===== src/rtl/isotp_pkg.sv =====
// Shared types and constants for the ISO-TP frame reassembler.
`default_nettype none

package isotp_pkg;

    typedef enum logic [1:0] {
        PH_IDLE = 2'd0,
        PH_RECV = 2'd1,
        PH_DONE = 2'd2
    } phase_t;

    typedef enum logic [1:0] {
        ST_OK         = 2'd0,
        ST_VIOL       = 2'd1,
        ST_INCOMPLETE = 2'd2
    } status_t;

    localparam logic [3:0] FT_SINGLE = 4'h0;
    localparam logic [3:0] FT_FIRST  = 4'h1;
    localparam logic [3:0] FT_CONSEC = 4'h2;

    localparam logic [3:0] DLC_MAX      = 4'd8;
    localparam logic [2:0] FF_BYTES     = 3'd6;
    localparam logic [2:0] CF_MAX_BYTES = 3'd7;
    localparam logic [3:0] SEQ_START    = 4'd1;

    localparam logic KIND_BYTE   = 1'b0;
    localparam logic KIND_STATUS = 1'b1;

    typedef logic [6:0][7:0] payload_t;

    typedef struct packed {
        payload_t   data;
        logic [2:0] count;
        logic       has_status;
        status_t    status;
        logic [11:0] length;
    } job_t;

endpackage

`default_nettype wire


===== src/rtl/isotp_frame_if.sv =====
// Input channel carrying one CAN frame per transfer.
`default_nettype none

interface isotp_frame_if;
    logic        valid;
    logic        ready;
    logic [63:0] frame_bytes;
    logic [3:0]  frame_length;
    logic        batch_end;

    modport source (output valid, output frame_bytes, output frame_length,
                    output batch_end, input ready);
    modport sink   (input valid, input frame_bytes, input frame_length,
                    input batch_end, output ready);
endinterface

`default_nettype wire


===== src/rtl/isotp_result_if.sv =====
// Output channel carrying one payload byte or message status per transfer.
`default_nettype none

interface isotp_result_if;
    logic        valid;
    logic        ready;
    logic        result_kind;
    logic [7:0]  payload_byte;
    logic [1:0]  message_status;
    logic [11:0] message_length;
    logic        last_of_run;

    modport source (output valid, output result_kind, output payload_byte,
                    output message_status, output message_length,
                    output last_of_run, input ready);
    modport sink   (input valid, input result_kind, input payload_byte,
                    input message_status, input message_length,
                    input last_of_run, output ready);
endinterface

`default_nettype wire


===== src/rtl/isotp_front.sv =====
// Frame classifier: protocol state and job generation per accepted frame.
`default_nettype none

module isotp_front
    import isotp_pkg::*;
(
    input  wire logic    clk,
    input  wire logic    rst_n,
    isotp_frame_if.sink  frames,
    output logic         push_valid,
    output job_t         push_job,
    input  wire logic    push_ready
);

    phase_t      phase_reg, phase_next;
    logic [11:0] total_reg, total_next;
    logic [12:0] received_reg, received_next;
    logic [3:0]  seq_reg, seq_next;

    logic        accept;
    logic [3:0]  dlc;
    logic [3:0]  tnib;
    logic [3:0]  lnib;
    logic        sf_bad;
    logic [11:0] ff_total;
    logic        ff_short;
    logic        ff_full;
    logic        ff_bad;
    logic [12:0] remaining;
    logic [2:0]  copy;
    logic        cf_bad;
    logic [12:0] cf_sum;
    logic        cf_done;
    job_t        job;

    assign accept = frames.valid && frames.ready;
    assign frames.ready = push_ready;

    assign dlc  = (frames.frame_length > DLC_MAX) ? DLC_MAX : frames.frame_length;
    assign tnib = frames.frame_bytes[63:60];
    assign lnib = frames.frame_bytes[59:56];

    assign sf_bad   = lnib >= dlc;
    assign ff_total = {lnib, frames.frame_bytes[55:48]};
    assign ff_short = ff_total < 12'(FF_BYTES);
    assign ff_full  = ff_total == 12'(FF_BYTES);
    assign ff_bad   = (tnib != FT_FIRST) || (dlc < DLC_MAX);

    assign remaining = {1'b0, total_reg} - received_reg;
    assign copy      = (remaining < 13'(CF_MAX_BYTES)) ? remaining[2:0] : CF_MAX_BYTES;
    assign cf_bad    = (dlc == 4'd0) || (tnib != FT_CONSEC) || (lnib != seq_reg)
                       || (dlc <= 4'(copy));
    assign cf_sum    = received_reg + 13'(copy);
    assign cf_done   = cf_sum == {1'b0, total_reg};

    always_comb
    begin
        phase_next    = phase_reg;
        total_next    = total_reg;
        received_next = received_reg;
        seq_next      = seq_reg;
        if (accept)
        begin
            case (phase_reg)
                PH_IDLE:
                begin
                    if ((dlc == 4'd0) || (tnib == FT_SINGLE) || ff_bad)
                    begin
                        phase_next = PH_DONE;
                    end
                    else
                    begin
                        total_next = ff_total;
                        if (ff_short)
                        begin
                            phase_next = PH_DONE;
                        end
                        else
                        begin
                            received_next = 13'(FF_BYTES);
                            seq_next      = SEQ_START;
                            phase_next    = ff_full ? PH_DONE : PH_RECV;
                        end
                    end
                end
                PH_RECV:
                begin
                    if (cf_bad)
                    begin
                        phase_next = PH_DONE;
                    end
                    else
                    begin
                        received_next = cf_sum;
                        seq_next      = seq_reg + 4'd1;
                        if (cf_done)
                        begin
                            phase_next = PH_DONE;
                        end
                    end
                end
                default:
                begin
                    phase_next = phase_reg;
                end
            endcase
            if (frames.batch_end)
            begin
                phase_next    = PH_IDLE;
                total_next    = '0;
                received_next = '0;
                seq_next      = SEQ_START;
            end
        end
    end

    always_comb
    begin
        job            = '0;
        job.data       = frames.frame_bytes[55:0];
        job.status     = ST_OK;
        case (phase_reg)
            PH_IDLE:
            begin
                if (dlc == 4'd0)
                begin
                    job.has_status = 1'b1;
                    job.status     = ST_VIOL;
                end
                else if (tnib == FT_SINGLE)
                begin
                    job.has_status = 1'b1;
                    job.length     = {8'h00, lnib};
                    if (sf_bad)
                    begin
                        job.status = ST_VIOL;
                    end
                    else
                    begin
                        job.count = lnib[2:0];
                    end
                end
                else if (ff_bad)
                begin
                    job.has_status = 1'b1;
                    job.status     = ST_VIOL;
                end
                else if (ff_short)
                begin
                    job.has_status = 1'b1;
                    job.status     = ST_INCOMPLETE;
                    job.length     = ff_total;
                end
                else
                begin
                    job.count  = FF_BYTES;
                    job.data   = {frames.frame_bytes[47:0], 8'h00};
                    job.length = ff_total;
                    if (ff_full)
                    begin
                        job.has_status = 1'b1;
                    end
                    else if (frames.batch_end)
                    begin
                        job.has_status = 1'b1;
                        job.status     = ST_INCOMPLETE;
                    end
                end
            end
            PH_RECV:
            begin
                job.length = total_reg;
                if (cf_bad)
                begin
                    job.has_status = 1'b1;
                    job.status     = ST_VIOL;
                end
                else
                begin
                    job.count = copy;
                    if (cf_done)
                    begin
                        job.has_status = 1'b1;
                    end
                    else if (frames.batch_end)
                    begin
                        job.has_status = 1'b1;
                        job.status     = ST_INCOMPLETE;
                    end
                end
            end
            default:
            begin
                job.count = 3'd0;
            end
        endcase
    end

    assign push_valid = accept && ((job.count != 3'd0) || job.has_status);
    assign push_job   = job;

    always_ff @(posedge clk or negedge rst_n)
    begin
        if (!rst_n)
        begin
            phase_reg    <= PH_IDLE;
            total_reg    <= '0;
            received_reg <= '0;
            seq_reg      <= SEQ_START;
        end
        else
        begin
            phase_reg    <= phase_next;
            total_reg    <= total_next;
            received_reg <= received_next;
            seq_reg      <= seq_next;
        end
    end

endmodule

`default_nettype wire


===== src/rtl/isotp_queue.sv =====
// Small job queue between the classifier and the result sequencer.
`default_nettype none

module isotp_queue
    import isotp_pkg::*;
#(
    parameter int DEPTH = 2
)
(
    input  wire logic  clk,
    input  wire logic  rst_n,
    input  wire logic  push_valid,
    input  wire job_t  push_job,
    output logic       push_ready,
    output logic       pop_valid,
    output job_t       pop_job,
    input  wire logic  pop_ready
);

    localparam int PW = (DEPTH > 1) ? $clog2(DEPTH) : 1;
    localparam int CW = $clog2(DEPTH + 1);

    job_t           entry_reg [DEPTH];
    logic [PW-1:0]  wr_ptr_reg, wr_ptr_next;
    logic [PW-1:0]  rd_ptr_reg, rd_ptr_next;
    logic [CW-1:0]  count_reg, count_next;
    logic           do_push;
    logic           do_pop;

    assign push_ready = count_reg != CW'(DEPTH);
    assign pop_valid  = count_reg != '0;
    assign pop_job    = entry_reg[rd_ptr_reg];

    assign do_push = push_valid && push_ready;
    assign do_pop  = pop_valid && pop_ready;

    always_comb
    begin
        wr_ptr_next = wr_ptr_reg;
        rd_ptr_next = rd_ptr_reg;
        count_next  = count_reg;
        if (do_push)
        begin
            wr_ptr_next = (wr_ptr_reg == PW'(DEPTH - 1)) ? '0 : wr_ptr_reg + 1'b1;
        end
        if (do_pop)
        begin
            rd_ptr_next = (rd_ptr_reg == PW'(DEPTH - 1)) ? '0 : rd_ptr_reg + 1'b1;
        end
        if (do_push && !do_pop)
        begin
            count_next = count_reg + 1'b1;
        end
        else if (do_pop && !do_push)
        begin
            count_next = count_reg - 1'b1;
        end
    end

    always_ff @(posedge clk or negedge rst_n)
    begin
        if (!rst_n)
        begin
            wr_ptr_reg <= '0;
            rd_ptr_reg <= '0;
            count_reg  <= '0;
        end
        else
        begin
            wr_ptr_reg <= wr_ptr_next;
            rd_ptr_reg <= rd_ptr_next;
            count_reg  <= count_next;
        end
    end

    always_ff @(posedge clk)
    begin
        if (do_push)
        begin
            entry_reg[wr_ptr_reg] <= push_job;
        end
    end

endmodule

`default_nettype wire


===== src/rtl/isotp_back.sv =====
// Result sequencer: expands one job into payload bytes and, when the job carries one, a status.
`default_nettype none

module isotp_back
    import isotp_pkg::*;
(
    input  wire logic      clk,
    input  wire logic      rst_n,
    input  wire logic      pop_valid,
    input  wire job_t      pop_job,
    output logic           pop_ready,
    isotp_result_if.source results
);

    job_t        cur_reg;
    logic        cur_valid_reg, cur_valid_next;
    logic [2:0]  idx_reg, idx_next;
    logic        out_valid_reg, out_valid_next;
    logic        kind_reg;
    logic [7:0]  byte_reg;
    logic [1:0]  status_reg;
    logic [11:0] length_reg;
    logic        last_reg;

    logic        advance;
    logic        emit;
    logic        is_byte;
    logic        last_byte;
    logic        finish;
    logic        load;
    logic [7:0]  byte_sel;

    assign advance   = !out_valid_reg || results.ready;
    assign emit      = advance && cur_valid_reg;
    assign is_byte   = idx_reg < cur_reg.count;
    assign last_byte = idx_reg == (cur_reg.count - 3'd1);
    assign finish    = emit && (!is_byte || (last_byte && !cur_reg.has_status));
    assign pop_ready = !cur_valid_reg || finish;
    assign load      = pop_valid && pop_ready;
    assign byte_sel  = cur_reg.data[3'd6 - idx_reg];

    always_comb
    begin
        cur_valid_next = cur_valid_reg;
        idx_next       = idx_reg;
        out_valid_next = out_valid_reg;
        if (load)
        begin
            cur_valid_next = 1'b1;
            idx_next       = 3'd0;
        end
        else
        begin
            if (finish)
            begin
                cur_valid_next = 1'b0;
            end
            if (emit && is_byte)
            begin
                idx_next = idx_reg + 3'd1;
            end
        end
        if (emit)
        begin
            out_valid_next = 1'b1;
        end
        else if (advance)
        begin
            out_valid_next = 1'b0;
        end
    end

    always_ff @(posedge clk or negedge rst_n)
    begin
        if (!rst_n)
        begin
            cur_valid_reg <= 1'b0;
            idx_reg       <= '0;
            out_valid_reg <= 1'b0;
        end
        else
        begin
            cur_valid_reg <= cur_valid_next;
            idx_reg       <= idx_next;
            out_valid_reg <= out_valid_next;
        end
    end

    always_ff @(posedge clk)
    begin
        if (load)
        begin
            cur_reg <= pop_job;
        end
        if (emit)
        begin
            if (is_byte)
            begin
                kind_reg   <= KIND_BYTE;
                byte_reg   <= byte_sel;
                status_reg <= 2'd0;
                length_reg <= '0;
                last_reg   <= last_byte && !cur_reg.has_status;
            end
            else
            begin
                kind_reg   <= KIND_STATUS;
                byte_reg   <= 8'h00;
                status_reg <= cur_reg.status;
                length_reg <= cur_reg.length;
                last_reg   <= 1'b1;
            end
        end
    end

    assign results.valid          = out_valid_reg;
    assign results.result_kind    = kind_reg;
    assign results.payload_byte   = byte_reg;
    assign results.message_status = status_reg;
    assign results.message_length = length_reg;
    assign results.last_of_run    = last_reg;

endmodule

`default_nettype wire


===== src/rtl/isotp_frame_reassembler_core.sv =====
// Path: the first result of a frame passes the job queue, the sequencer's job register and the output register.
// Throughput: one frame per cycle while the job queue has room; a frame that
//   yields n results (up to eight) holds the result port until all n are taken.
// Ignored frames produce no result.
// Reset: rst_n clears the protocol state, the job queue and the output register.
`default_nettype none

module isotp_frame_reassembler_core
    import isotp_pkg::*;
#(
    parameter int QUEUE_DEPTH = 2
)
(
    input  wire logic      clk,
    input  wire logic      rst_n,
    isotp_frame_if.sink    frames,
    isotp_result_if.source results
);

    logic push_valid;
    job_t push_job;
    logic push_ready;
    logic pop_valid;
    job_t pop_job;
    logic pop_ready;

    isotp_front u_front (
        .clk        (clk),
        .rst_n      (rst_n),
        .frames     (frames),
        .push_valid (push_valid),
        .push_job   (push_job),
        .push_ready (push_ready)
    );

    isotp_queue #(
        .DEPTH (QUEUE_DEPTH)
    ) u_queue (
        .clk        (clk),
        .rst_n      (rst_n),
        .push_valid (push_valid),
        .push_job   (push_job),
        .push_ready (push_ready),
        .pop_valid  (pop_valid),
        .pop_job    (pop_job),
        .pop_ready  (pop_ready)
    );

    isotp_back u_back (
        .clk       (clk),
        .rst_n     (rst_n),
        .pop_valid (pop_valid),
        .pop_job   (pop_job),
        .pop_ready (pop_ready),
        .results   (results)
    );

`ifndef ASSERT_OFF
    a_status_closes_run: assert property (@(posedge clk) disable iff (!rst_n)
        results.valid && (results.result_kind == KIND_STATUS) |-> results.last_of_run)
        else $error("status result without last_of_run");

    a_byte_fields_clear: assert property (@(posedge clk) disable iff (!rst_n)
        results.valid && (results.result_kind == KIND_BYTE)
        |-> (results.message_status == 2'd0) && (results.message_length == 12'd0))
        else $error("payload result carries status fields");

    a_pop_has_work: assert property (@(posedge clk) disable iff (!rst_n)
        pop_valid && pop_ready |-> (pop_job.count != 3'd0) || pop_job.has_status)
        else $error("empty job reached the sequencer");
`endif

endmodule

`default_nettype wire


===== src/flat_wrapper.sv =====
// flat-port wrapper written by rule: the top's interface ports become plain ports
module isotp_frame_reassembler_core_flat import isotp_pkg::*;
#(
    parameter int QUEUE_DEPTH = 2
)
  (clk, rst_n, frames_valid, frames_frame_bytes, frames_frame_length, frames_batch_end, frames_ready, results_valid, results_result_kind, results_payload_byte, results_message_status, results_message_length, results_last_of_run, results_ready);
  isotp_frame_if frames_i ();
  isotp_result_if results_i ();
  input  wire logic clk;
  input  wire logic rst_n;
  input wire logic [$bits(frames_i.valid)-1:0] frames_valid;
  input wire logic [$bits(frames_i.frame_bytes)-1:0] frames_frame_bytes;
  input wire logic [$bits(frames_i.frame_length)-1:0] frames_frame_length;
  input wire logic [$bits(frames_i.batch_end)-1:0] frames_batch_end;
  output wire logic [$bits(frames_i.ready)-1:0] frames_ready;
  output wire logic [$bits(results_i.valid)-1:0] results_valid;
  output wire logic [$bits(results_i.result_kind)-1:0] results_result_kind;
  output wire logic [$bits(results_i.payload_byte)-1:0] results_payload_byte;
  output wire logic [$bits(results_i.message_status)-1:0] results_message_status;
  output wire logic [$bits(results_i.message_length)-1:0] results_message_length;
  output wire logic [$bits(results_i.last_of_run)-1:0] results_last_of_run;
  input wire logic [$bits(results_i.ready)-1:0] results_ready;
  assign frames_i.valid = frames_valid;
  assign frames_i.frame_bytes = frames_frame_bytes;
  assign frames_i.frame_length = frames_frame_length;
  assign frames_i.batch_end = frames_batch_end;
  assign frames_ready = frames_i.ready;
  assign results_valid = results_i.valid;
  assign results_result_kind = results_i.result_kind;
  assign results_payload_byte = results_i.payload_byte;
  assign results_message_status = results_i.message_status;
  assign results_message_length = results_i.message_length;
  assign results_last_of_run = results_i.last_of_run;
  assign results_i.ready = results_ready;
  isotp_frame_reassembler_core #(.QUEUE_DEPTH(QUEUE_DEPTH)) u_core (.clk(clk), .rst_n(rst_n), .frames(frames_i), .results(results_i));
endmodule

===== config.mk =====
export PLATFORM = sky130hd
export DESIGN_NAME = isotp_frame_reassembler_core_flat
export DESIGN_NICKNAME = d
export VERILOG_FILES = /design/src/rtl/isotp_pkg.sv /design/src/rtl/isotp_frame_if.sv /design/src/rtl/isotp_result_if.sv /design/src/rtl/isotp_front.sv /design/src/rtl/isotp_queue.sv /design/src/rtl/isotp_back.sv /design/src/rtl/isotp_frame_reassembler_core.sv /design/src/flat_wrapper.sv
export SDC_FILE = /design/constraint.sdc
export NUM_CORES = 1
export LEC_CHECK = 0
export BUFFER_PORTS_ARGS = -buffer_cell sky130_fd_sc_hd__buf_2
export CORE_AREA = 2 2 235 237
export DETAILED_ROUTE_END_ITERATION = 6
export DIE_AREA = 0 0 237 239
export GPL_ROUTABILITY_DRIVEN = 0
export PLACE_DENSITY = 0.43
export RECOVER_POWER = 50
export SLEW_MARGIN = 20
export SYNTH_ARGS = -nofsm -noshare
export SYNTH_HDL_FRONTEND = slang
export SYNTH_SLANG_ARGS = --single-unit

===== constraint.sdc =====
create_clock -name clk -period 9.75 [get_ports clk]
set_input_delay 0.4875 -clock clk [delete_from_list [all_inputs] [get_ports clk]]
set_output_delay 0.4875 -clock clk [all_outputs]
set_load 0.03 [all_outputs]

==> flow_summary_export.csv <==
group,metric,value,unit
worst_setup_path,crit_path_top_delay_cell,"buf_4",
cells_and_area,n_fill_cell,5402,
cells_and_area,largest_reg_flops,148,
min_path,hp-class,"input pin to register",
power_and_ir_drop,ir_worst_vdd,0.000152,V
clock_network,clockBufferDepth,3,
routing,drt-total-wl,32300,µm
outcome,status,"finished with violations",
global_routing,grt_pass1_wl,49300,µm
cells_and_area,syn2layout_area_growth,16.7,%
clock_network,h-tree-depth,1,
power_and_ir_drop,p_per_area,309,nW/µm²
power_and_ir_drop,total_power,4.84,mW
worst_setup_path,worst-path-buf-inv,2,
routing,via_count,7771,
synthesis,async_flop_share,14.0,%
worst_setup_path,criticalPathCategory,"register to register",
worst_setup_path,cp-start-kind,"register",
clock_network,cts_buffers,29,
worst_setup_path,path_max_fanout,38,
sta,maxSlewViolCount,195,
synthesis,synth-edff-count,246,
clock_network,cts.sinks,286,
cells_and_area,final_nets,1130,
placement,io_buffers,98,
clock_network,clk_latency,0.56,ns
flow_run,max-cap-violations,5,
synthesis,synth_seq_cells,286,
cells_and_area,post-route-util,28.9,%
synthesis,ys_seq_area_share,62.4,%
placement,dp_worst_setup_slack,3.61,ns
synthesis,yosysWarningCount,0,
synthesis,synth_nets,1028,
routing,drc,0,
sta,fin_crit,6.13,ns
sta,finalCritPeriodShare,62.9,%
worst_setup_path,cp-end-kind,"register",
synthesis,synth_area_leaders,"edfxtp_1 (55%), mux2_2 (11%), dfrtp_1 (7.3%)",
worst_setup_path,cp_top_family,"simple AND/OR/NAND/NOR gates",
global_routing,antenna_found_initial,6,
sta,relSlewSlack,-127,%
routing,drtIter0Drc,433,
global_routing,gr-total-overflow,0,
global_routing,grt_max_degree,76,
clock_network,cts_tree,"done",
worst_setup_path,path_cells,"inv_1, ha_1, fa_1, nand2b_1, a211o_1, a21oi_1, o221ai_2, nor4_4, nand4_1, ha_1, fa_1, a21oi_2, or3_1, o221ai_1, nor4_1, nand2_1, o221ai_2, o31ai_4, nor2_4, buf_4",
floorplan,core_area,54300,µm²
sta,fin_ws,3.62,ns
floorplan,start_util,24.7,%
placement,dp_hpwl,22300,µm
clock_network,cts_root_buf,"clkbuf_16",
worst_setup_path,critical_path_required,9.94,ns
floorplan,rows,86,
routing,viasPerCell,4.43,
synthesis,synth_common_cells,"edfxtp_1 (246), mux2_2 (129), dfrtp_1 (39), nand2_1 (36)",
global_routing,first_global_vias,8221,
outcome,violations,"max-capacitance violations, max-slew violations",
routing,routedWlPerCell,18.4,µm
floorplan,dieWidth,237,µm
cells_and_area,multi_input_area,4720,µm²
synthesis,synth-main-ff-cell,"edfxtp_1",
synthesis,synth_cell_types,85,
sta,fmax,163,MHz
clock_network,cts_resized,0,
synthesis,yosysMostFrequentCell,"edfxtp_1",
sta,finClkSkew,0.0152,ns
power_and_ir_drop,leakage,5.42,nW
sta,setup_violations,0,
clock_network,clk_pin_slew,0.07,ns
floorplan,fp.dieH,239,µm
cells_and_area,seq_area,8390,µm²
routing,antenna_left,0,
floorplan,fp.dieArea,56600,µm²
global_routing,track_usage,11.4,%
cells_and_area,diodes,0,
clock_network,hold_buffers,0,
routing,dr.pass1.iters,6,
cells_and_area,drive_gt1_share,25.9,%
placement,place_area,14700,µm²
synthesis,syn-mean-instance-area,14.5,µm²
sta,worst_slew_pin_slew,3.40,ns
synthesis,netlist_area,13400,µm²
floorplan,ios,99,
clock_network,postCtsSetupRepairBufs,0,
worst_setup_path,arrival,6.32,ns
worst_setup_path,cpPeakStageDelay,0.51,ns
synthesis,synth_top_area_share,55.0,%
sta,rsz0062_at_grt,"no",
sta,tns,0,ns
synthesis,yosysTopAreaCell,"edfxtp_1",
synthesis,synthCells,924,
sta,finalHoldViolCount,0,
cells_and_area,design_area,15700,µm²
-- power breakdown --
group,switching (mW),total [mW],internal (mW)
registers,0.193,2.05,1.85
logic,0.979,1.61,0.632
clock network,0.468,1.18,0.717
total,1.64,4.84,3.20
-- kinds of logic after synthesis --
| kind of cell | synth area share (%) |
|---|---|
| DFF | 62.4 |
| and+or+nand+nor | 7.68 |
| AOI/OAI and AO/OA | 9.38 |
| muxes | 12.6 |
| buffers and inverters | 2.61 |
| xor gates and xnor gates | 2.28 |
| adders and majority gates | 3.00 |
-- metal layers --
metal	global-route usage (%)	part of all wire, %	vias to the layer above
li1	-	-	3751
met1	13.1	41	3815
met2	21.3	52	141
met3	2.04	4.1	52
met4	3.84	2.6	12
met5	0	0.25	-
-- area by class of cell --
cell class                 count  area share [%]
clock buffer                  34            4.81
clock inverter                20            1.76
inverter                      35           0.838
multi-input combinational    562            30.1
sequential                   286            53.5
tap                          704            5.62
timing repair buffer         112            3.40
-- cell usage in the layout (no fill, tap or decap), types with 8 or more instances in the layout --
| cell | n |
|---|---|
| edfxtp_1 | 246 |
| mux2_2 | 106 |
| buf_2 | 69 |
| clkbuf_1 | 40 |
| dfrtp_1 | 39 |
| nand2_1 | 36 |
| inv_1 | 35 |
| nor2_1 | 32 |
| ha_1 | 29 |
| clkbuf_16 | 29 |
| o21ai_0 | 27 |
| mux2_1 | 24 |
| a21oi_1 | 22 |
| a22oi_1 | 22 |
| xnor2_1 | 21 |
| and2_0 | 17 |
| nand3_1 | 15 |
| nand2b_1 | 14 |
| xor2_1 | 14 |
| a22o_1 | 14 |
| and2_1 | 11 |
| nor3_1 | 11 |
| a211oi_1 | 11 |
| o21ai_1 | 9 |
| o211ai_1 | 8 |
| mux4_2 | 8 |
-- final timing paths --
check                                       startpoint                               to  slack (ns)  cells past startpoint
setup / recovery           u_core.u_front.total_reg[0]  u_core.u_queue.entry_reg[1][13]        3.62                     20
max in group asynchronous                        rst_n   u_core.u_front.received_reg[4]        7.50                      2
min in group asynchronous                        rst_n  u_core.u_front.received_reg[11]        0.80                      2
setup reg to reg           u_core.u_front.total_reg[0]  u_core.u_queue.entry_reg[1][13]        3.62                     20
hold / removal                           results_ready      u_core.u_back.results.valid        0.22                      3
hold reg to reg            u_core.u_back.cur_valid_reg      u_core.u_back.results.valid        0.49                      1
-- per-stage QoR --
step / hold WS [ns] / instances
2_1_floorplan: 0.192 / 924
3_3_place_gp: 0.470 / 1697
3_5_place_dp: 0.491 / 1697
4_1_cts: 0.0247 / 1751
5_1_grt: 0.241 / 1753
6_report: 0.223 / 1753
-- tightest hold or removal path, delay by kind of cell --
family	cells	cell delay, ns
AND/OR/NAND/NOR	2	0.18
buffers and inverters	1	0.07
(Power assumes the default switching activity.)
